`config.mk`:
```
export PLATFORM = sky130hd
export DESIGN_NAME = bounded_doubly_linked_list_unit
export DESIGN_NICKNAME = d
export VERILOG_FILES = /design/src/design/bdll_pkg.sv /design/src/design/bounded_doubly_linked_list_unit.sv /design/src/design/bdll_datapath.sv /design/src/design/bdll_ctrl.sv
export SDC_FILE = /design/constraint.sdc
export NUM_CORES = 2
export LEC_CHECK = 0
export BUFFER_PORTS_ARGS = -buffer_cell sky130_fd_sc_hd__buf_2
export CORE_MARGIN = 2
export CORE_UTILIZATION = 58
export DETAILED_ROUTE_END_ITERATION = 7
export PLACE_DENSITY = 0.71
export RECOVER_POWER = 50
export REMOVE_ABC_BUFFERS = 1
export SYNTH_ARGS = -nofsm -noshare
export SYNTH_HDL_FRONTEND = slang
export SYNTH_SLANG_ARGS = --single-unit
export TNS_END_PERCENT = 20
```
`constraint.sdc`:
```
create_clock -name i_clk -period 4.7 [get_ports i_clk]
set_input_delay 0.705 -clock i_clk [delete_from_list [all_inputs] [get_ports i_clk]]
set_output_delay 0.705 -clock i_clk [all_outputs]
set_load 0.01 [all_outputs]
```
`src/design/bdll_pkg.sv`:
```
// ----------------------------------------------------------------------------
// bdll_pkg: shared types and constants for the bounded doubly linked list
// Pool size, pointer widths, request/result payloads, operation and status
// codes, and the command/status bundles between controller and datapath.
// ----------------------------------------------------------------------------
package bdll_pkg;

    localparam int CAPACITY  = 64;
    localparam int VALUE_W   = 32;
    localparam int ADDR_W    = (CAPACITY > 1) ? $clog2(CAPACITY) : 1;
    localparam int PTR_W     = $clog2(CAPACITY + 1);
    localparam int ENTRY_W   = PTR_W;
    localparam logic [PTR_W-1:0] NIL = PTR_W'(CAPACITY);

    // free-slot search looks at one group of used bits per cycle
    localparam int GRP_W     = 8;
    localparam int LO_W      = $clog2(GRP_W);
    localparam int NUM_GRP   = (CAPACITY + GRP_W - 1) / GRP_W;
    localparam int GRP_IDX_W = (NUM_GRP > 1) ? $clog2(NUM_GRP) : 1;
    localparam int SLOT_W    = GRP_IDX_W + LO_W;

    typedef enum logic [1:0] {
        OP_APPEND  = 2'd0,
        OP_PREPEND = 2'd1,
        OP_DELETE  = 2'd2,
        OP_CLEAR   = 2'd3
    } t_op;

    typedef enum logic [1:0] {
        ST_DONE      = 2'd0,
        ST_FULL      = 2'd1,
        ST_NOT_FOUND = 2'd2
    } t_status;

    typedef struct packed {
        t_op                       op;
        logic signed [VALUE_W-1:0] value;
    } t_req;

    typedef struct packed {
        t_status              status;
        logic [ENTRY_W-1:0]   entries;
    } t_rsp;

    typedef struct packed {
        logic load;
        logic scan_clr;
        logic scan_step;
        logic take_slot;
        logic ins_node;
        logic ins_link;
        logic start_walk;
        logic walk_next;
        logic unlink;
        logic clear;
        logic at_head;
    } t_cmd;

    typedef struct packed {
        logic               free_found;
        logic               scan_last;
        logic               walk_end;
        logic               match;
        logic [ENTRY_W-1:0] count;
    } t_sts;

endpackage

```
`src/design/bounded_doubly_linked_list_unit.sv`:
```
// ----------------------------------------------------------------------------
// bounded_doubly_linked_list_unit: doubly linked list over a fixed slot pool
// Append, prepend, delete-first-match and clear on signed 32-bit values,
// each answered by one result item with status and entry count.
// ----------------------------------------------------------------------------
// One request is handled at a time; a finished result sits in an output
// register, so the next request is taken while it waits. Append and prepend
// search the used map in groups of 8 bits for the lowest free slot; a full
// pool answers after the search. Delete walks the list from the head, one
// slot read per cycle from the value and pointer memories, and stops at the
// first match or at the end of the list.
// No clearing pass follows reset.
module bounded_doubly_linked_list_unit (
    input  logic           i_clk,
    input  logic           i_rst_n,
    input  logic           i_in_valid,
    output logic           o_in_ready,
    input  bdll_pkg::t_req i_in_item,
    output logic           o_out_valid,
    input  logic           i_out_ready,
    output bdll_pkg::t_rsp o_out_item
);

    bdll_pkg::t_cmd cmd;
    bdll_pkg::t_sts sts;

    bdll_ctrl u_ctrl (
        .i_clk       (i_clk),
        .i_rst_n     (i_rst_n),
        .i_in_valid  (i_in_valid),
        .o_in_ready  (o_in_ready),
        .i_op        (i_in_item.op),
        .o_out_valid (o_out_valid),
        .i_out_ready (i_out_ready),
        .o_out_item  (o_out_item),
        .o_cmd       (cmd),
        .i_sts       (sts)
    );

    bdll_datapath u_datapath (
        .i_clk   (i_clk),
        .i_rst_n (i_rst_n),
        .i_cmd   (cmd),
        .i_value (i_in_item.value),
        .o_sts   (sts)
    );

endmodule

```
`src/design/bdll_datapath.sv`:
```
// ----------------------------------------------------------------------------
// bdll_datapath: slot memories, used map, head/tail/count and list walker
// Value, next and prev memories with registered reads; free-slot group scan;
// link and unlink writes driven by controller commands.
// ----------------------------------------------------------------------------
module bdll_datapath (
    input  logic                                  i_clk,
    input  logic                                  i_rst_n,
    input  bdll_pkg::t_cmd                        i_cmd,
    input  logic signed [bdll_pkg::VALUE_W-1:0]   i_value,
    output bdll_pkg::t_sts                        o_sts
);

    logic signed [bdll_pkg::VALUE_W-1:0] mem_value [bdll_pkg::CAPACITY];
    logic [bdll_pkg::PTR_W-1:0]          mem_next  [bdll_pkg::CAPACITY];
    logic [bdll_pkg::PTR_W-1:0]          mem_prev  [bdll_pkg::CAPACITY];

    logic [bdll_pkg::CAPACITY-1:0]       r_used;
    logic [bdll_pkg::PTR_W-1:0]          r_first;
    logic [bdll_pkg::PTR_W-1:0]          r_last;
    logic [bdll_pkg::ENTRY_W-1:0]        r_count;
    logic [bdll_pkg::GRP_IDX_W-1:0]      r_grp;
    logic [bdll_pkg::ADDR_W-1:0]         r_slot;
    logic [bdll_pkg::PTR_W-1:0]          r_cur;
    logic [bdll_pkg::PTR_W-1:0]          n_cur;
    logic [bdll_pkg::PTR_W-1:0]          r_steps;
    logic signed [bdll_pkg::VALUE_W-1:0] r_value;

    logic signed [bdll_pkg::VALUE_W-1:0] r_rd_value;
    logic [bdll_pkg::PTR_W-1:0]          r_rd_next;
    logic [bdll_pkg::PTR_W-1:0]          r_rd_prev;

    logic [bdll_pkg::NUM_GRP*bdll_pkg::GRP_W-1:0] used_pad;
    logic [bdll_pkg::GRP_W-1:0]          grp_bits;
    logic [bdll_pkg::LO_W-1:0]           lo;
    logic [bdll_pkg::SLOT_W-1:0]         slot_cand;
    logic [bdll_pkg::PTR_W-1:0]          slot_ptr;
    logic [bdll_pkg::ADDR_W-1:0]         rd_addr;

    logic                                nx_we;
    logic [bdll_pkg::ADDR_W-1:0]         nx_addr;
    logic [bdll_pkg::PTR_W-1:0]          nx_data;
    logic                                pv_we;
    logic [bdll_pkg::ADDR_W-1:0]         pv_addr;
    logic [bdll_pkg::PTR_W-1:0]          pv_data;

    // free-slot search over the current group, lowest index wins
    always_comb begin
        used_pad = '1;
        used_pad[bdll_pkg::CAPACITY-1:0] = r_used;
        grp_bits = used_pad[r_grp*bdll_pkg::GRP_W +: bdll_pkg::GRP_W];
        lo = '0;
        for (int i = bdll_pkg::GRP_W - 1; i >= 0; i--) begin
            if (!grp_bits[i]) begin
                lo = bdll_pkg::LO_W'(i);
            end
        end
    end

    assign slot_cand = {r_grp, lo};
    assign slot_ptr  = bdll_pkg::PTR_W'(r_slot);

    always_comb begin
        if (i_cmd.start_walk) begin
            n_cur = r_first;
        end else if (i_cmd.walk_next) begin
            n_cur = r_rd_next;
        end else begin
            n_cur = r_cur;
        end
    end

    assign rd_addr = n_cur[bdll_pkg::ADDR_W-1:0];

    // next-pointer write port
    always_comb begin
        nx_we   = 1'b0;
        nx_addr = r_slot;
        nx_data = bdll_pkg::NIL;
        if (i_cmd.unlink) begin
            nx_we   = (r_rd_prev != bdll_pkg::NIL);
            nx_addr = r_rd_prev[bdll_pkg::ADDR_W-1:0];
            nx_data = r_rd_next;
        end else if (i_cmd.ins_node) begin
            nx_we   = 1'b1;
            nx_addr = r_slot;
            nx_data = i_cmd.at_head ? r_first : bdll_pkg::NIL;
        end else if (i_cmd.ins_link) begin
            nx_we   = !i_cmd.at_head && (r_last != bdll_pkg::NIL);
            nx_addr = r_last[bdll_pkg::ADDR_W-1:0];
            nx_data = slot_ptr;
        end
    end

    // prev-pointer write port
    always_comb begin
        pv_we   = 1'b0;
        pv_addr = r_slot;
        pv_data = bdll_pkg::NIL;
        if (i_cmd.unlink) begin
            pv_we   = (r_rd_next != bdll_pkg::NIL);
            pv_addr = r_rd_next[bdll_pkg::ADDR_W-1:0];
            pv_data = r_rd_prev;
        end else if (i_cmd.ins_node) begin
            pv_we   = 1'b1;
            pv_addr = r_slot;
            pv_data = i_cmd.at_head ? bdll_pkg::NIL : r_last;
        end else if (i_cmd.ins_link) begin
            pv_we   = i_cmd.at_head && (r_first != bdll_pkg::NIL);
            pv_addr = r_first[bdll_pkg::ADDR_W-1:0];
            pv_data = slot_ptr;
        end
    end

    always_ff @(posedge i_clk) begin
        if (i_cmd.ins_node) begin
            mem_value[r_slot] <= r_value;
        end
        if (nx_we) begin
            mem_next[nx_addr] <= nx_data;
        end
        if (pv_we) begin
            mem_prev[pv_addr] <= pv_data;
        end
        r_rd_value <= mem_value[rd_addr];
        r_rd_next  <= mem_next[rd_addr];
        r_rd_prev  <= mem_prev[rd_addr];
    end

    always_ff @(posedge i_clk) begin
        r_cur <= n_cur;
        if (i_cmd.load) begin
            r_value <= i_value;
        end
        if (i_cmd.take_slot) begin
            r_slot <= slot_cand[bdll_pkg::ADDR_W-1:0];
        end
        if (i_cmd.start_walk) begin
            r_steps <= '0;
        end else if (i_cmd.walk_next) begin
            r_steps <= r_steps + 1'b1;
        end
    end

    always_ff @(posedge i_clk) begin
        if (!i_rst_n || i_cmd.clear) begin
            r_used  <= '0;
            r_first <= bdll_pkg::NIL;
            r_last  <= bdll_pkg::NIL;
            r_count <= '0;
            r_grp   <= '0;
        end else begin
            if (i_cmd.scan_clr) begin
                r_grp <= '0;
            end else if (i_cmd.scan_step) begin
                r_grp <= r_grp + 1'b1;
            end
            if (i_cmd.ins_node) begin
                r_used[r_slot] <= 1'b1;
            end
            if (i_cmd.ins_link) begin
                if (i_cmd.at_head) begin
                    if (r_first == bdll_pkg::NIL) begin
                        r_last <= slot_ptr;
                    end
                    r_first <= slot_ptr;
                end else begin
                    if (r_last == bdll_pkg::NIL) begin
                        r_first <= slot_ptr;
                    end
                    r_last <= slot_ptr;
                end
                r_count <= r_count + 1'b1;
            end
            if (i_cmd.unlink) begin
                if (r_rd_prev == bdll_pkg::NIL) begin
                    r_first <= r_rd_next;
                end
                if (r_rd_next == bdll_pkg::NIL) begin
                    r_last <= r_rd_prev;
                end
                r_used[r_cur[bdll_pkg::ADDR_W-1:0]] <= 1'b0;
                if (r_count != '0) begin
                    r_count <= r_count - 1'b1;
                end
            end
        end
    end

    assign o_sts.free_found = !(&grp_bits);
    assign o_sts.scan_last  = (r_grp == bdll_pkg::GRP_IDX_W'(bdll_pkg::NUM_GRP - 1));
    assign o_sts.walk_end   = (r_cur == bdll_pkg::NIL)
                           || (r_steps == bdll_pkg::PTR_W'(bdll_pkg::CAPACITY));
    assign o_sts.match      = (r_rd_value == r_value);
    assign o_sts.count      = r_count;

endmodule

```
`src/design/bdll_ctrl.sv`:
```
// ----------------------------------------------------------------------------
// bdll_ctrl: request sequencer and result register
// Accepts one request at a time, steps the datapath through scan, link,
// walk, unlink or clear, and holds the result item until it is taken.
// ----------------------------------------------------------------------------
module bdll_ctrl (
    input  logic               i_clk,
    input  logic               i_rst_n,
    input  logic               i_in_valid,
    output logic               o_in_ready,
    input  bdll_pkg::t_op      i_op,
    output logic               o_out_valid,
    input  logic               i_out_ready,
    output bdll_pkg::t_rsp     o_out_item,
    output bdll_pkg::t_cmd     o_cmd,
    input  bdll_pkg::t_sts     i_sts
);

    typedef enum logic [2:0] {
        S_IDLE,
        S_SCAN,
        S_INS_NODE,
        S_INS_LINK,
        S_WALK,
        S_UNLINK,
        S_CLEAR,
        S_RESP
    } t_state;

    t_state            r_state;
    logic              r_at_head;
    bdll_pkg::t_status r_status;
    logic              r_out_valid;
    bdll_pkg::t_rsp    r_out_item;
    logic              out_free;

    assign out_free    = !r_out_valid || i_out_ready;
    assign o_in_ready  = (r_state == S_IDLE);
    assign o_out_valid = r_out_valid;
    assign o_out_item  = r_out_item;

    always_comb begin
        o_cmd         = '0;
        o_cmd.at_head = r_at_head;
        case (r_state)
            S_IDLE: begin
                if (i_in_valid) begin
                    o_cmd.load = 1'b1;
                    case (i_op)
                        bdll_pkg::OP_APPEND,
                        bdll_pkg::OP_PREPEND: o_cmd.scan_clr   = 1'b1;
                        bdll_pkg::OP_DELETE:  o_cmd.start_walk = 1'b1;
                        default: ;
                    endcase
                end
            end
            S_SCAN: begin
                if (i_sts.free_found) begin
                    o_cmd.take_slot = 1'b1;
                end else if (!i_sts.scan_last) begin
                    o_cmd.scan_step = 1'b1;
                end
            end
            S_INS_NODE: o_cmd.ins_node = 1'b1;
            S_INS_LINK: o_cmd.ins_link = 1'b1;
            S_WALK: begin
                if (!i_sts.walk_end && !i_sts.match) begin
                    o_cmd.walk_next = 1'b1;
                end
            end
            S_UNLINK: o_cmd.unlink = 1'b1;
            S_CLEAR:  o_cmd.clear  = 1'b1;
            default: ;
        endcase
    end

    always_ff @(posedge i_clk) begin
        if (!i_rst_n) begin
            r_state     <= S_IDLE;
            r_at_head   <= 1'b0;
            r_status    <= bdll_pkg::ST_DONE;
            r_out_valid <= 1'b0;
        end else begin
            if (r_state == S_RESP && out_free) begin
                r_out_valid <= 1'b1;
            end else if (r_out_valid && i_out_ready) begin
                r_out_valid <= 1'b0;
            end
            case (r_state)
                S_IDLE: begin
                    if (i_in_valid) begin
                        r_at_head <= (i_op == bdll_pkg::OP_PREPEND);
                        case (i_op)
                            bdll_pkg::OP_APPEND,
                            bdll_pkg::OP_PREPEND: r_state <= S_SCAN;
                            bdll_pkg::OP_DELETE:  r_state <= S_WALK;
                            default:              r_state <= S_CLEAR;
                        endcase
                    end
                end
                S_SCAN: begin
                    if (i_sts.free_found) begin
                        r_state <= S_INS_NODE;
                    end else if (i_sts.scan_last) begin
                        r_status <= bdll_pkg::ST_FULL;
                        r_state  <= S_RESP;
                    end
                end
                S_INS_NODE: r_state <= S_INS_LINK;
                S_INS_LINK: begin
                    r_status <= bdll_pkg::ST_DONE;
                    r_state  <= S_RESP;
                end
                S_WALK: begin
                    if (i_sts.walk_end) begin
                        r_status <= bdll_pkg::ST_NOT_FOUND;
                        r_state  <= S_RESP;
                    end else if (i_sts.match) begin
                        r_state <= S_UNLINK;
                    end
                end
                S_UNLINK, S_CLEAR: begin
                    r_status <= bdll_pkg::ST_DONE;
                    r_state  <= S_RESP;
                end
                S_RESP: begin
                    if (out_free) begin
                        r_out_item.status  <= r_status;
                        r_out_item.entries <= i_sts.count;
                        r_state            <= S_IDLE;
                    end
                end
                default: r_state <= S_IDLE;
            endcase
        end
    end

endmodule
```
==> reports/summary.json <==
{
  "timing": {
    "worst_slew_pin_slew_ps": 3274,
    "timing_max_transition_violations_final": 2335,
    "final.period_utilization_pct": 100.1,
    "fin_ws_ps": -2.983,
    "setup_violators_final": 1,
    "post-route-min-period_ps": 4703,
    "relative_slew_slack_pct": -118.3,
    "holdWs_ps": 104.2,
    "fin_hold_viols": 0,
    "max_freq_mhz": 212.6,
    "clock-skew-final_ps": 65.19
  },
  "synthesis": {
    "synth_edf_count": 2992,
    "share_of_flip_flops_with_an_asynchronous_set_or_reset_pct": 0,
    "synth-warning-count": 0,
    "postSynthCellCount": 8485,
    "synth.distinct_cells": 70,
    "number_of_synthesized_register_bits": 3146,
    "sequential_share_of_the_synthesized_area_pct": 74.56,
    "synthesis.area_per_instance_um2": 14.69,
    "mapped_area_um2": 124600,
    "synth_top_flop_cell": "sky130_fd_sc_hd__edfxtp_1"
  },
  "layout": {
    "post_route_cells_drive_above_1_share_pct": 12.70,
    "final_net_count": 8862,
    "area.growth.synth_to_final_pct": 13.44,
    "commonest_non_fill_non_tap_cells_in_the_layout": "2992 x sky130_fd_sc_hd__edfxtp_1, 1379 x sky130_fd_sc_hd__nand2_1, 657 x sky130_fd_sc_hd__mux2i_1",
    "most_common_library_cell_in_the_layout_ignoring_fill_and_taps": "sky130_fd_sc_hd__edfxtp_1",
    "finalCoreUtilization_pct": 66.01,
    "filler_cell_count": 14590
  },
  "routing": {
    "detail_route.wirelength_um": 364300,
    "via_per_inst": 6.579,
    "route.detailed.drc": 0,
    "drtAntennaViolNets": 0,
    "firstDrtPassIters": 7,
    "wl_per_cell_um": 30.64,
    "dr.first_iter.drc_count": 12000,
    "route.vias.total": 78210
  },
  "floorplan": {
    "io-pin-count": 49,
    "initial_core_util_pct": 58.19,
    "floorplan.core_area_um2": 214200,
    "placementRows": 170,
    "die_w_um": 467.6,
    "die_area_um2": 218600,
    "floorplan.die.height_um": 467.6
  },
  "worst_hold_path": {
    "worst_hold_path_type": "primary input to register",
    "hold_path.startpoint": "i_rst_n"
  },
  "clock_tree": {
    "cts.reportedPaths.clkPinSlew_ps": 60,
    "htree_levels": 5,
    "max-clock-path-buffers": 4,
    "cts-buffers-inserted": 324,
    "worst_skew_pair.late_latency_ps": 970,
    "cts_root_buffer": "sky130_fd_sc_hd__clkbuf_16",
    "cts.sink_count": 3146,
    "tritoncts": "built"
  },
  "status": {
    "violations": "capacitance limit, slew limit, setup timing",
    "run_status": "complete, but fails checks"
  },
  "worst_setup_path": {
    "crit_path_max_incr_delay_ps": 680,
    "critPathSlowestCell": "sky130_fd_sc_hd__nor3b_1",
    "cp-end-kind": "register",
    "timing.critical_path.required_ps": 5600,
    "most_common_cell_type_on_the_critical_path": "sky130_fd_sc_hd__buf_12",
    "cp_top_family": "simple AND/OR/NAND/NOR gates",
    "critical_path.startpoint_type": "register",
    "cp_num_buf_inv": 5,
    "timing.critical_path.from": "u_datapath.r_value[29]",
    "timing.setup.critical_path_class": "register to register",
    "crit_path_max_fanout": 43,
    "arrival_ps": 5610,
    "startpoint_of_the_most_critical_register_to_register_path": "u_datapath.r_value[29]",
    "cp_cell_sequence": "xor2_1 -> nor4_2 -> buf_4 -> nand4_1 -> nor3_2 -> a211oi_4 -> buf_12 -> buf_12 -> clkinv_8 -> buf_12 -> a21oi_1 -> a22oi_1 -> o221ai_1 -> nor3b_1 -> a22o_1"
  },
  "global_route": {
    "global_route.usage.total_pct": 33.01,
    "grt_remaining_overflow": 0,
    "grt_pass1_vias": 75230,
    "grt_first_pass_wirelength_um": 520400,
    "antenna_found_initial": 10,
    "grt_max_degree": 102
  },
  "placement": {
    "placement.io_buffers": 48,
    "dp_slack_ps": -488.8,
    "place.gp.congestion": 0.9198,
    "detailed_place_hpwl_um": 211000
  },
  "pwr": {
    "power.leakage_nw": 49.80,
    "worst_ir_drop_vdd_v": 0.0008198,
    "power-per-cell-area_nw_per_um2": 666.5
  },
  "job": {
    "max_cap_viol_count": 43
  }
}
-- sequential cells by signal, summed over array words and instances, names as in the netlist --
name                   flops
u_datapath.r_first         7
u_ctrl.r_at_head           1
u_datapath.r_rd_value     32
u_datapath.r_cur           7
u_datapath.r_used         64
u_datapath.r_last          7
u_ctrl.r_status            2
u_datapath.r_rd_prev       7
u_datapath.r_rd_next       7
u_datapath.r_grp           3
u_datapath.r_steps         7
u_datapath.mem_value    2048
u_datapath.r_count         7
u_ctrl.r_state             3
u_ctrl.o_out_valid         1
u_datapath.r_value        32
u_ctrl.o_out_item          9
u_datapath.mem_prev      448
u_datapath.mem_next      448
u_datapath.r_slot          6
-- synthesized netlist by cell type, drive strengths merged (95+ instances only) --
cell	number	area share [%]
o221ai	183	1.3
dfxtp	154	2.5
edfxtp	2992	72
a21oi	451	1.8
nor2	564	1.7
a22oi	95	0.57
nand2	1383	4.2
o221a	153	1.4
mux2i	657	5.3
nand3	576	2.3
clkbuf	296	0.89
a22o	137	0.96
buf	236	1.1
a21boi	98	0.59
-- report_power, final --
part	internal (W)	total [W]	switching (W)
combinational	0.0121	0.0359	0.0238
sequential	0.0333	0.0339	0.000633
clock	0.0141	0.0245	0.0104
-- worst paths after layout --
kind	slack, ps	cells after the start	endpoint
max	-3	15	u_datapath.r_rd_value[21]
min	100	2	u_ctrl.r_state[0]
min reg2reg	460	0	u_ctrl.o_out_item[7]
max reg2reg	-3	15	u_datapath.r_rd_value[21]
-- stage by stage --
step | area, µm² | cells | power [W] | setup TNS (ps)
global placement | 131400 | 11300 | 0.06841 | -4424
global route | 141400 | 11880 | 0.09734 | -6.668
floorplan | 122100 | 7953 | 0.04549 | -6546150
CTS | 141600 | 11880 | 0.09331 | 0
detailed placement | 131400 | 11300 | 0.06899 | -4920
finish | 141400 | 11890 | 0.09423 | -2.983
-- cells by family after synthesis --
logic type,count (synthesis),synth area share [%]
muxes,673,5.566
xor gates and xnor gates,41,0.2881
and+or+nand+nor,2731,9.314
DFF,3146,74.56
adders and majority gates,6,0.06023
buffers and inverters,555,2.097
AOI/OAI and AO/OA,1333,8.113
-- cell type report --
cell class | count | area [µm²] | share of cell area, %
Clock inverter | 125 | 1082 | 0.7655
Tap cell | 2838 | 3551 | 2.512
Sequential cell | 3146 | 92930 | 65.73
Timing Repair Buffer | 539 | 5100 | 3.607
Antenna cell | 5 | 12.51 | 0.008850
Inverter | 23 | 106.4 | 0.07522
Clock buffer | 428 | 8798 | 6.223
Multi-Input combinational cell | 4784 | 29800 | 21.08
-- repair_timing --
item                       CTS  global route
setup buffers                2             1
resized for setup           10            31
pin swaps                    1             3
hold endpoints to repair    23             0
setup endpoints to repair   37            40
hold buffers                23             0
gates cloned                 0             1
-- metal layers --
metal	up-vias	global-route usage, %	wire [µm]
li1	33030	-	-
met1	39120	45.25	133800
met2	5086	51.10	167700
met3	972	7.338	43930
met4	8	14.70	18780
met5	-	0	55
(Power assumes the default switching activity.)
